===== src/rtl/elg_pkg.sv =====
package elg_pkg;

    localparam int MOD_BITS = 16;
    localparam int EXP_BITS = 32;
    localparam int REG_BITS = 16;
    localparam int BYTE_BITS = 8;
    localparam int CFG_IDX_BITS = 2;
    localparam int EXP_CNT_BITS = $clog2(EXP_BITS);
    localparam int MUL_CNT_BITS = $clog2(MOD_BITS + 1);

    // configuration register indexes
    localparam logic [CFG_IDX_BITS-1:0] CFG_MODULUS   = 2'd0;
    localparam logic [CFG_IDX_BITS-1:0] CFG_GENERATOR = 2'd1;
    localparam logic [CFG_IDX_BITS-1:0] CFG_KEY       = 2'd2;
    localparam logic [CFG_IDX_BITS-1:0] CFG_START_EXP = 2'd3;

endpackage


===== src/rtl/elgamal_byte_encryptor.sv =====
// each exponentiation is 33+k serial multiplies, k = set bits in the exponent; both run side
// by side, then one more multiply by the byte; a modulus below 2 skips them all and gives a
// zero result
// throughput: one byte at a time, the next taken the cycle after the result transfer
// reset: asynchronous active low; modulus 2, generator 1, key 1, start exponent 1, exponent 0
module elgamal_byte_encryptor
(
    input  logic                                  clk,
    input  logic                                  rst_n,
    input  logic                                  s_axis_tvalid,
    output logic                                  s_axis_tready,
    input  logic [elg_pkg::BYTE_BITS-1:0]         s_axis_tdata,   // message_byte
    input  logic                                  s_axis_tuser,   // first_of_text
    output logic                                  m_axis_tvalid,
    input  logic                                  m_axis_tready,
    output logic [2*elg_pkg::MOD_BITS-1:0]        m_axis_tdata,   // cipher_a, cipher_b
    input  logic                                  cfg_valid,
    output logic                                  cfg_ready,
    input  logic [elg_pkg::CFG_IDX_BITS-1:0]      cfg_index,
    input  logic [elg_pkg::REG_BITS-1:0]          cfg_data
);

    localparam int W = elg_pkg::MOD_BITS;

    typedef enum logic [3:0]
    {
        TOP_IDLE = 4'b0001,
        TOP_EXP  = 4'b0010,
        TOP_BYTE = 4'b0100,
        TOP_OUT  = 4'b1000
    } top_state_t;

    top_state_t                     state_reg;
    logic [W-1:0]                   modulus_reg;
    logic [W-1:0]                   generator_reg;
    logic [W-1:0]                   key_reg;
    logic [elg_pkg::REG_BITS-1:0]   start_exp_reg;
    logic [elg_pkg::EXP_BITS-1:0]   exp_reg;
    logic [elg_pkg::EXP_BITS-1:0]   exp_next;
    logic [elg_pkg::BYTE_BITS-1:0]  byte_reg;
    logic [W-1:0]                   a_reg;
    logic                           a_done_reg;
    logic                           k_done_reg;
    logic                           exp_go;
    logic                           ea_done;
    logic                           ek_done;
    logic [W-1:0]                   ea_res;
    logic [W-1:0]                   ek_res;
    logic                           bm_go_reg;
    logic                           bm_done;
    logic [W-1:0]                   bm_res;
    logic [W-1:0]                   a_out_reg;
    logic [W-1:0]                   b_out_reg;
    logic                           field_ok;
    logic                           in_xfer;

    assign cfg_ready     = 1'b1;
    assign s_axis_tready = (state_reg == TOP_IDLE);
    assign in_xfer       = s_axis_tvalid && s_axis_tready;
    assign field_ok      = (modulus_reg >= W'(2));
    assign exp_next      = s_axis_tuser ? elg_pkg::EXP_BITS'(start_exp_reg) : exp_reg + 1'b1;
    assign exp_go        = in_xfer && field_ok;

    // configuration registers
    always_ff @(posedge clk or negedge rst_n)
    begin
        if (!rst_n)
        begin
            modulus_reg   <= W'(2);
            generator_reg <= W'(1);
            key_reg       <= W'(1);
            start_exp_reg <= elg_pkg::REG_BITS'(1);
        end
        else if (cfg_valid && cfg_ready)
        begin
            case (cfg_index)
                elg_pkg::CFG_MODULUS:   modulus_reg   <= W'(cfg_data);
                elg_pkg::CFG_GENERATOR: generator_reg <= W'(cfg_data);
                elg_pkg::CFG_KEY:       key_reg       <= W'(cfg_data);
                elg_pkg::CFG_START_EXP: start_exp_reg <= cfg_data;
                default:                start_exp_reg <= start_exp_reg;
            endcase
        end
    end

    elg_modexp u_exp_a
    (
        .clk    (clk),
        .rst_n  (rst_n),
        .start  (exp_go),
        .base   (generator_reg),
        .expo   (exp_next),
        .m      (modulus_reg),
        .done   (ea_done),
        .result (ea_res)
    );

    elg_modexp u_exp_k
    (
        .clk    (clk),
        .rst_n  (rst_n),
        .start  (exp_go),
        .base   (key_reg),
        .expo   (exp_next),
        .m      (modulus_reg),
        .done   (ek_done),
        .result (ek_res)
    );

    // byte times key power: the power is below m, the byte is the serial operand
    elg_modmul u_byte_mul
    (
        .clk    (clk),
        .rst_n  (rst_n),
        .start  (bm_go_reg),
        .x      (ek_res),
        .y      (W'(byte_reg)),
        .m      (modulus_reg),
        .done   (bm_done),
        .result (bm_res)
    );

    // sequencer and exponent register
    always_ff @(posedge clk or negedge rst_n)
    begin
        if (!rst_n)
        begin
            state_reg  <= TOP_IDLE;
            exp_reg    <= '0;
            a_done_reg <= 1'b0;
            k_done_reg <= 1'b0;
            bm_go_reg  <= 1'b0;
        end
        else
        begin
            bm_go_reg <= 1'b0;
            case (state_reg)
                TOP_IDLE:
                begin
                    if (in_xfer)
                    begin
                        exp_reg    <= exp_next;
                        a_done_reg <= 1'b0;
                        k_done_reg <= 1'b0;
                        state_reg  <= field_ok ? TOP_EXP : TOP_OUT;
                    end
                end
                TOP_EXP:
                begin
                    if (ea_done)
                    begin
                        a_done_reg <= 1'b1;
                    end
                    if (ek_done)
                    begin
                        k_done_reg <= 1'b1;
                    end
                    if ((a_done_reg || ea_done) && (k_done_reg || ek_done))
                    begin
                        state_reg <= TOP_BYTE;
                        bm_go_reg <= 1'b1;
                    end
                end
                TOP_BYTE:
                begin
                    if (bm_done)
                    begin
                        state_reg <= TOP_OUT;
                    end
                end
                TOP_OUT:
                begin
                    if (m_axis_tready)
                    begin
                        state_reg <= TOP_IDLE;
                    end
                end
                default:
                begin
                    state_reg <= TOP_IDLE;
                end
            endcase
        end
    end

    // payload registers
    always_ff @(posedge clk)
    begin
        if (in_xfer)
        begin
            byte_reg  <= s_axis_tdata;
            a_out_reg <= '0;
            b_out_reg <= '0;
        end
        if (state_reg == TOP_EXP && ea_done)
        begin
            a_reg <= ea_res;
        end
        if (state_reg == TOP_BYTE && bm_done)
        begin
            a_out_reg <= a_reg;
            b_out_reg <= bm_res;
        end
    end

    assign m_axis_tvalid = (state_reg == TOP_OUT);
    assign m_axis_tdata  = {b_out_reg, a_out_reg};

endmodule


===== src/rtl/elg_modmul.sv =====
// bit-serial modular multiplier: one multiplier bit per cycle, msb first
// result = x * y mod m, with x < m, m >= 2; y may be any MOD_BITS value
module elg_modmul
(
    input  logic                         clk,
    input  logic                         rst_n,
    input  logic                         start,
    input  logic [elg_pkg::MOD_BITS-1:0] x,
    input  logic [elg_pkg::MOD_BITS-1:0] y,
    input  logic [elg_pkg::MOD_BITS-1:0] m,
    output logic                         done,
    output logic [elg_pkg::MOD_BITS-1:0] result
);

    localparam int W = elg_pkg::MOD_BITS;

    logic                               busy_reg;
    logic [elg_pkg::MUL_CNT_BITS-1:0]   cnt_reg;
    logic [W-1:0]                       y_reg;
    logic [W-1:0]                       acc_reg;
    logic                               done_reg;
    logic [W+1:0]                       dbl;
    logic [W+1:0]                       dbl_red;
    logic [W+1:0]                       add;
    logic [W-1:0]                       acc_next;

    // acc = 2*acc mod m, then + x if the bit is set, each with one compare and subtract
    always_comb
    begin
        dbl = {1'b0, acc_reg, 1'b0};
        dbl_red = (dbl >= {2'b00, m}) ? dbl - {2'b00, m} : dbl;
        add = dbl_red + (y_reg[W-1] ? {2'b00, x} : '0);
        acc_next = (add >= {2'b00, m}) ? W'(add - {2'b00, m}) : add[W-1:0];
    end

    always_ff @(posedge clk or negedge rst_n)
    begin
        if (!rst_n)
        begin
            busy_reg <= 1'b0;
            done_reg <= 1'b0;
            cnt_reg  <= '0;
        end
        else
        begin
            done_reg <= 1'b0;
            if (start)
            begin
                busy_reg <= 1'b1;
                cnt_reg  <= '0;
            end
            else if (busy_reg)
            begin
                cnt_reg <= cnt_reg + 1'b1;
                if (cnt_reg == elg_pkg::MUL_CNT_BITS'(W - 1))
                begin
                    busy_reg <= 1'b0;
                    done_reg <= 1'b1;
                end
            end
        end
    end

    always_ff @(posedge clk)
    begin
        if (start)
        begin
            y_reg   <= y;
            acc_reg <= '0;
        end
        else if (busy_reg)
        begin
            y_reg   <= {y_reg[W-2:0], 1'b0};
            acc_reg <= acc_next;
        end
    end

    assign done   = done_reg;
    assign result = acc_reg;

endmodule


===== src/rtl/elg_modexp.sv =====
// square-and-multiply exponentiation, exponent shifted out msb first
// base is reduced by a multiply by one first
module elg_modexp
(
    input  logic                         clk,
    input  logic                         rst_n,
    input  logic                         start,
    input  logic [elg_pkg::MOD_BITS-1:0] base,
    input  logic [elg_pkg::EXP_BITS-1:0] expo,
    input  logic [elg_pkg::MOD_BITS-1:0] m,
    output logic                         done,
    output logic [elg_pkg::MOD_BITS-1:0] result
);

    localparam int W = elg_pkg::MOD_BITS;

    typedef enum logic [4:0]
    {
        ST_IDLE = 5'b00001,
        ST_RED  = 5'b00010,
        ST_SQR  = 5'b00100,
        ST_MUL  = 5'b01000,
        ST_DONE = 5'b10000
    } exp_state_t;

    exp_state_t                         state_reg;
    logic [elg_pkg::EXP_BITS-1:0]       e_reg;
    logic [elg_pkg::EXP_CNT_BITS-1:0]   bit_reg;
    logic [W-1:0]                       b_reg;
    logic [W-1:0]                       acc_reg;
    logic                               mm_start;
    logic [W-1:0]                       mm_x;
    logic [W-1:0]                       mm_y;
    logic                               mm_done;
    logic [W-1:0]                       mm_res;
    logic                               mm_go_reg;

    elg_modmul u_mul
    (
        .clk    (clk),
        .rst_n  (rst_n),
        .start  (mm_start),
        .x      (mm_x),
        .y      (mm_y),
        .m      (m),
        .done   (mm_done),
        .result (mm_res)
    );

    // operand selection per phase; reduction computes 1 * base
    always_comb
    begin
        case (state_reg)
            ST_RED:
            begin
                mm_x = W'(1);
                mm_y = base;
            end
            ST_SQR:
            begin
                mm_x = acc_reg;
                mm_y = acc_reg;
            end
            ST_MUL:
            begin
                mm_x = b_reg;
                mm_y = acc_reg;
            end
            default:
            begin
                mm_x = '0;
                mm_y = '0;
            end
        endcase
    end

    assign mm_start = mm_go_reg;

    always_ff @(posedge clk or negedge rst_n)
    begin
        if (!rst_n)
        begin
            state_reg <= ST_IDLE;
            mm_go_reg <= 1'b0;
            bit_reg   <= '0;
        end
        else
        begin
            mm_go_reg <= 1'b0;
            case (state_reg)
                ST_IDLE:
                begin
                    if (start)
                    begin
                        state_reg <= ST_RED;
                        mm_go_reg <= 1'b1;
                        bit_reg   <= '0;
                    end
                end
                ST_RED:
                begin
                    if (mm_done)
                    begin
                        state_reg <= ST_SQR;
                        mm_go_reg <= 1'b1;
                    end
                end
                ST_SQR:
                begin
                    if (mm_done)
                    begin
                        if (e_reg[elg_pkg::EXP_BITS-1])
                        begin
                            state_reg <= ST_MUL;
                            mm_go_reg <= 1'b1;
                        end
                        else if (bit_reg == elg_pkg::EXP_CNT_BITS'(elg_pkg::EXP_BITS - 1))
                        begin
                            state_reg <= ST_DONE;
                        end
                        else
                        begin
                            bit_reg   <= bit_reg + 1'b1;
                            mm_go_reg <= 1'b1;
                        end
                    end
                end
                ST_MUL:
                begin
                    if (mm_done)
                    begin
                        if (bit_reg == elg_pkg::EXP_CNT_BITS'(elg_pkg::EXP_BITS - 1))
                        begin
                            state_reg <= ST_DONE;
                        end
                        else
                        begin
                            state_reg <= ST_SQR;
                            bit_reg   <= bit_reg + 1'b1;
                            mm_go_reg <= 1'b1;
                        end
                    end
                end
                ST_DONE:
                begin
                    state_reg <= ST_IDLE;
                end
                default:
                begin
                    state_reg <= ST_IDLE;
                end
            endcase
        end
    end

    // exponent shift register and accumulator
    always_ff @(posedge clk)
    begin
        if (state_reg == ST_IDLE && start)
        begin
            e_reg   <= expo;
            acc_reg <= W'(1);
        end
        else if (mm_done)
        begin
            case (state_reg)
                ST_RED:
                begin
                    b_reg <= mm_res;
                end
                ST_SQR:
                begin
                    acc_reg <= mm_res;
                    if (!e_reg[elg_pkg::EXP_BITS-1])
                    begin
                        e_reg <= {e_reg[elg_pkg::EXP_BITS-2:0], 1'b0};
                    end
                end
                ST_MUL:
                begin
                    acc_reg <= mm_res;
                    e_reg   <= {e_reg[elg_pkg::EXP_BITS-2:0], 1'b0};
                end
                default:
                begin
                    acc_reg <= acc_reg;
                end
            endcase
        end
    end

    assign done   = (state_reg == ST_DONE);
    assign result = acc_reg;

endmodule


===== config.mk =====
export PLATFORM = sky130hd
export DESIGN_NAME = elgamal_byte_encryptor
export DESIGN_NICKNAME = d
export VERILOG_FILES = /design/src/rtl/elg_pkg.sv /design/src/rtl/elgamal_byte_encryptor.sv /design/src/rtl/elg_modmul.sv /design/src/rtl/elg_modexp.sv
export SDC_FILE = /design/constraint.sdc
export NUM_CORES = 1
export LEC_CHECK = 0
export BUFFER_PORTS_ARGS = -buffer_cell sky130_fd_sc_hd__buf_2
export CAP_MARGIN = 40
export CORE_UTILIZATION = 65
export DETAILED_ROUTE_END_ITERATION = 10
export PLACE_DENSITY = 0.85
export SYNTH_ARGS = -nofsm -noshare
export SYNTH_HDL_FRONTEND = slang
export SYNTH_SLANG_ARGS = --single-unit
export TNS_END_PERCENT = 1

===== constraint.sdc =====
create_clock -name clk -period 10.3 [get_ports clk]
set_clock_uncertainty 0.1 [all_clocks]
set_input_delay 0.515 -clock clk [delete_from_list [all_inputs] [get_ports clk]]
set_output_delay 0.515 -clock clk [all_outputs]
set_load 0.01 [all_outputs]

# [Word-level counts from Yosys, hierarchy flattened]
# Index checks and enable logic that the tools add are counted.
[word_totals] out_inout_bits=35 reg_bits=426
[classes] muxes=107 reduce_logical=43 n_bitwise=2 addsub=15 eq_ne=42 magnitude_cmp=7
[ops] cell="32-bit two-way mux" count=7
[ops] cell="16-bit two-way mux" count=13
[ops] cell="5-bit two-way mux" count=28
[ops] cell="32-bit case mux with 2 select lines" count=2
[ops] cell="16-bit case mux with 3 select lines" count=2
[ops] cell="16-bit case mux with 2 select lines" count=2
[ops] cell="18-bit by 16-bit adder with 18-bit output" count=3
[ops] cell="18-bit by 16-bit greater-or-equal comparator with 1-bit output" count=3
[ops] cell="18-bit two-way mux" count=3
[ops] cell="17-bit by 16-bit subtractor with 18-bit output" count=3
[ops] cell="17-bit by 16-bit greater-or-equal comparator with 1-bit output" count=3
[ops] cell="16-bit subtractor" count=3
[ops] cell="5-bit case mux with 4 select lines" count=2
[ops] cell="1-bit two-way mux" count=34
[ops] cell="32-bit by 1-bit adder with 32-bit output, second input constant" count=1
[ops] cell="5-bit case mux with 3 select lines" count=2
[ops] cell="5-bit by 1-bit adder with 5-bit output, second input constant" count=5
[ops] cell="5-bit by 4-bit == test with 1-bit output, second input constant" count=5
[ops] cell="2-bit inequality test, second input constant" count=12
[ops] cell="5-bit == test, second input constant" count=4
[ops] cell="4-bit two-way mux" count=5
[ops] cell="5-bit AND reduction" count=4
[ops] cell="2-bit AND reduction" count=9
[ops] cell="3-bit AND reduction" count=6
[ops] cell="25 further kinds" count=55

# [Logic depth before layout (Yosys ltp)]
[logic_depth] word_depth=6 depth_mapped=34 mapped_depth_nobuf=29

# [Cells and area by module]
# A second synthesis with hierarchy kept.
[hier_totals] cells_unflattened=2746 area_unflattened_um2=27536.4
[by_module_without_submodules] mod="elg_modmul at u_byte_mul ..." seq_area_each_um2=975.9 cells_each=510 instances=2 area_per_inst_um2=4370.4
[by_module_without_submodules] mod="elgamal_byte_encryptor" seq_area_each_um2=4265.3 cells_each=627 instances=1 area_per_inst_um2=7437.1
[by_module_without_submodules] mod="elg_modmul at u_exp_k.u_mul" seq_area_each_um2=975.9 cells_each=535 instances=1 area_per_inst_um2=4455.5
[by_module_without_submodules] mod="elg_modexp at u_exp_k" seq_area_each_um2=2038.2 cells_each=288 instances=1 area_per_inst_um2=3468.3
[by_module_without_submodules] mod="elg_modexp at u_exp_a" seq_area_each_um2=2038.2 cells_each=276 instances=1 area_per_inst_um2=3434.5

# [Worst setup path after synthesis]
# Ideal clock, no wire load.
[synth_path] kind="reg2reg" from="register modulus_reg[1]" to="register u_exp_a.u_mul.acc_reg[10], in the netlist u_exp_a.u_mul.result[10]" t_required_ps=10112 synth_period_minus_slack_ps=6767 setup_time_ps=88 path_buffers=3 path_stages_with_launch=33 slack_ps=3533 t_arrival_ps=6579 cell_sequence="dfstp_2 -> inv_1 -> fa_1 -> a21oi_2 -> o21ai_2 -> a2111oi_2 -> nor3_2 -> o21a_1 -> nor3_1 -> clkbuf_1 -> clkbuf_1 -> nand2_1 -> o21ai_0 -> ha_1 -> a21oi_1 -> o221ai_1 -> o21bai_1 -> a21o_1 -> a21oi_1 -> nor2b_1 -> nor2_1 -> xnor2_1 -> ha_1 -> nand3_1 -> a21oi_1 -> a221oi_2 -> o21bai_1 -> a21oi_1 -> o21ai_0 -> nand3b_1 -> clkbuf_1 -> nand3_1 -> a311oi_2"
[synth_between] elab_chain_cells=5 word_cells_on_any_way=7 classes_between="add/sub: 3; order compare: 2; mux: 2"
[synth_rtl] item="from (decl)" line_no="elgamal_byte_encryptor.sv:34" rtl="logic [W-1:0] modulus_reg;"
[synth_rtl] item="from (signal assigned)" line_no="elgamal_byte_encryptor.sv:77" rtl="elg_pkg::CFG_MODULUS: modulus_reg <= W'(cfg_data);"
[synth_rtl] item="17-bit by 16-bit subtractor with 18-bit output or 17-bit by 16-bit greater-or-equal comparator with 1-bit output (tied branches)" line_no="elg_modmul.sv:31" rtl="dbl_red = (dbl >= {2'b00, m}) ? dbl - {2'b00, m} : dbl;"
[synth_rtl] item="18-bit two-way mux" line_no="elg_modmul.sv:31"
[synth_rtl] item="18-bit by 16-bit adder with 18-bit output" line_no="elg_modmul.sv:32" rtl="add = dbl_red + (y_reg[W-1] ? {2'b00, x} : '0);"
[synth_rtl] item="16-bit subtractor or 18-bit by 16-bit greater-or-equal comparator with 1-bit output (tied branches)" line_no="elg_modmul.sv:33" rtl="acc_next = (add >= {2'b00, m}) ? W'(add - {2'b00, m}) : add[W-1:0];"
[synth_rtl] item="16-bit two-way mux (*)" line_no="elg_modmul.sv:33"
[synth_rtl] item="to (signal assigned)" line_no="elg_modmul.sv:74" rtl="acc_reg <= acc_next;"
[synth_rtl] item="to (decl)" line_no="elg_modmul.sv:20" rtl="logic [W-1:0] acc_reg;"
# Mark *: on every way between the ends. The rest lies on a longest branch, timed or not.
# A chain may end at the register's enable or synchronous reset.

# [Worst setup path in the final report]
[layout_path] from="register modulus_reg[1]" to="register u_exp_a.u_mul.acc_reg[15], in the netlist u_exp_a.u_mul.result[15]"
# The elaborated chain is that of the path after synthesis.

==> metrics.txt <==
Clock Pin Slew Worst Setup and Hold Paths 0.06 ns; GRT Resource Usage Total 34.69%; clk_lat worst skew 0.60 ns; crit end category flip-flop; final instance area 0.02826 mm^2; Final Max Slew Viols 0; CTS tree built; Mean Syn Cell Area 9.579 um^2; first-pass GRT wire length 110700 um; Highest Clock Rate 0.1256 GHz; initial antenna violation count 5; DR WL/cell 21.41 um; cts repair resizes 0; worst hold path type primary input to flip-flop; clock sinks 426; Final ANT Viol Nets 0; syn_nets 2875; ys async rst share 34.27%; CP required 10.68 ns; Residual DRC 0; slew margin rel. 37.15%; DR vias 21.44k; die width 200.7 um; MaxCap Viol Count 0; fraction of layout cells with a size suffix above 1 11.46%; RSZ-0062 raised after global routing no; Crit Path Category flip-flop to flip-flop; Longest Clk Path Bufs 3; Placed Area 0.02654 mm^2; post-synthesis sequential area ratio 43.60%; most frequent cells in the layout nand2_1 (233), nor2_1 (214), o21ai_0 (201); YS warnings 0; Post-synth EDFFs 192; crit path DAT 8.34 ns; port buffer count 65; commonest non-fill, non-tap cell in the layout nand2_1; Post-Syn Instances 2679; Vias per Instance 6.560; DP Wirelength 48810 um; clk root buf clkbuf_16; Critical-path top delay cell a211oi_2; Crit path top cell by count a21oi_1; vias in the first global route 20.70k; fin util 72.77%; post-synthesis cell area 0.02566 mm^2; fin crit period 7.962 ns; Worst Max-Slew Pin Slew 0.9410 ns; row count 72; Initial DRC Count 2361; CTS Buf Count 45; Final Hold Fails 0; Worst R2R Setup Slack 2.34 ns; I/O pin count 67; die area 0.04028 mm^2; H-tree Lvls 2; largest net degree at the start of global routing 72; pre-CTS WS 2.533 ns; drt pass-1 iters 7; critical path peak fanout 30; max incr delay on CP 0.78 ns; status completed; gr ovfl total 0; Initial Util 66.09%; Layout Nets 2907; Filler cells 2759; Startpoint Class flip-flop; Core Area 0.03883 mm^2; #FFs+latches synth 426; worst setup margin 2.338 ns; final setup vio count 0; gp weighted congestion 0.9995; Synth-to-Final Area Change 10.11%; Detailed Route WL 69980 um; ys flop type edfxtp_1; Netlist cell types 95; Final period util 77.30%; Die Ht 200.7 um; setup tns final 0 ns
layout make-up:
type	count	area, um^2	area share [%]
Clock inverter	23	335.3	1.187
Timing Repair Buffer	107	748.2	2.648
Inverter	94	352.8	1.249
Tap cell	518	648.1	2.294
Clock buffer	61	1287	4.557
Multi-Input combinational cell	2037	13690	48.44
Sequential cell	426	11190	39.60
Antenna cell	2	5.005	0.01771
path summary, 6_finish.rpt:
check | startpoint | to | depth (start not counted)
setup / recovery | modulus_reg[1] | u_exp_a.u_mul.result[15] | 29
hold / removal | m_axis_tready | state_reg[3] | 3
setup reg to reg | modulus_reg[1] | u_exp_a.u_mul.result[15] | 29
hold reg to reg | k_done_reg | k_done_reg | 2
max in group asynchronous | rst_n | generator_reg[0] | 4
min in group asynchronous | rst_n | key_reg[14] | 2
timing repair:
item | 4_1_cts | 5_1_grt
buffers inserted | 0 | 0
hold buffers | 9 | 0
endpoints found under the hold margin | 77 | 0
synthesized netlist by cell type (all sizes together) (7+ instances only):
cell type  number  area [um^2]
and2           65        406.6
a21o           52        390.4
xnor2         100        875.8
nand4          19        118.9
nor2          214        803.3
o31ai          13        107.6
or2            14        87.59
mux2           66        743.2
a31oi           9        56.30
nor2b          55        344.1
mux2i          41        410.4
a211oi         44        347.8
nand2         236        885.9
o21a           17        127.6
or3            22        137.6
dfrtp         139         3478
dfstp           7        183.9
o211ai         11        87.58
edfxtp        192         5766
buf            22        123.9
a22oi          63        473.0
inv            94        352.8
dfxtp          88         1762
nand2b         21        131.4
a21boi          7        52.55
a311oi         15        187.7
fa              9        180.2
o41ai           8        96.35
a221oi          7        73.82
clkbuf        100        375.4
ha            155         1939
o21ai         216         1100
a21oi         203         1031
nand3         121        610.6
nor3           37        200.2
and3           25        156.4
o21bai         25        187.7
nor3b          15        112.6
nor4           14        87.58
xor2           52        455.4
logic make-up after synthesis:
logic type	synth area share [%]
flops	43.60
mux	4.495
simple gates	16.45
buf+inv	3.320
compound gates	18.67
other cells	0.01461
fa+ha+maj	8.259
xor+xnor	5.188
routing by layer:
layer	part of all wire (%)	global-route usage [%]
met1	40	44.52
met2	46	56.21
met3	7.9	5.519
met4	5.7	19.55
met5	0	0
through the flow:
step | hold WS, ns | instances
3_5_place_dp | 0.3721 | 3173
5_1_grt | 0.1356 | 3266
2_1_floorplan | 0.1194 | 2679
4_1_cts | 0.09811 | 3266
3_3_place_gp | 0.3611 | 3166
6_report | 0.1166 | 3268
critical path, delay by kind of cell, from the launching register on:
kind                       cells  cell delay, ns
AOI/OAI and AO/OA             17            4.32
adders and majority gates      3            1.18
buffers and inverters          2            0.57
and+or+nand+nor                5            0.55
DFF                            1            0.54
muxes                          1            0.39
xor gates and xnor gates       1            0.18
Power is left out: the tool's default activity adds up to more than one toggle a clock period on the data nets, which glitch-free logic cannot reach.
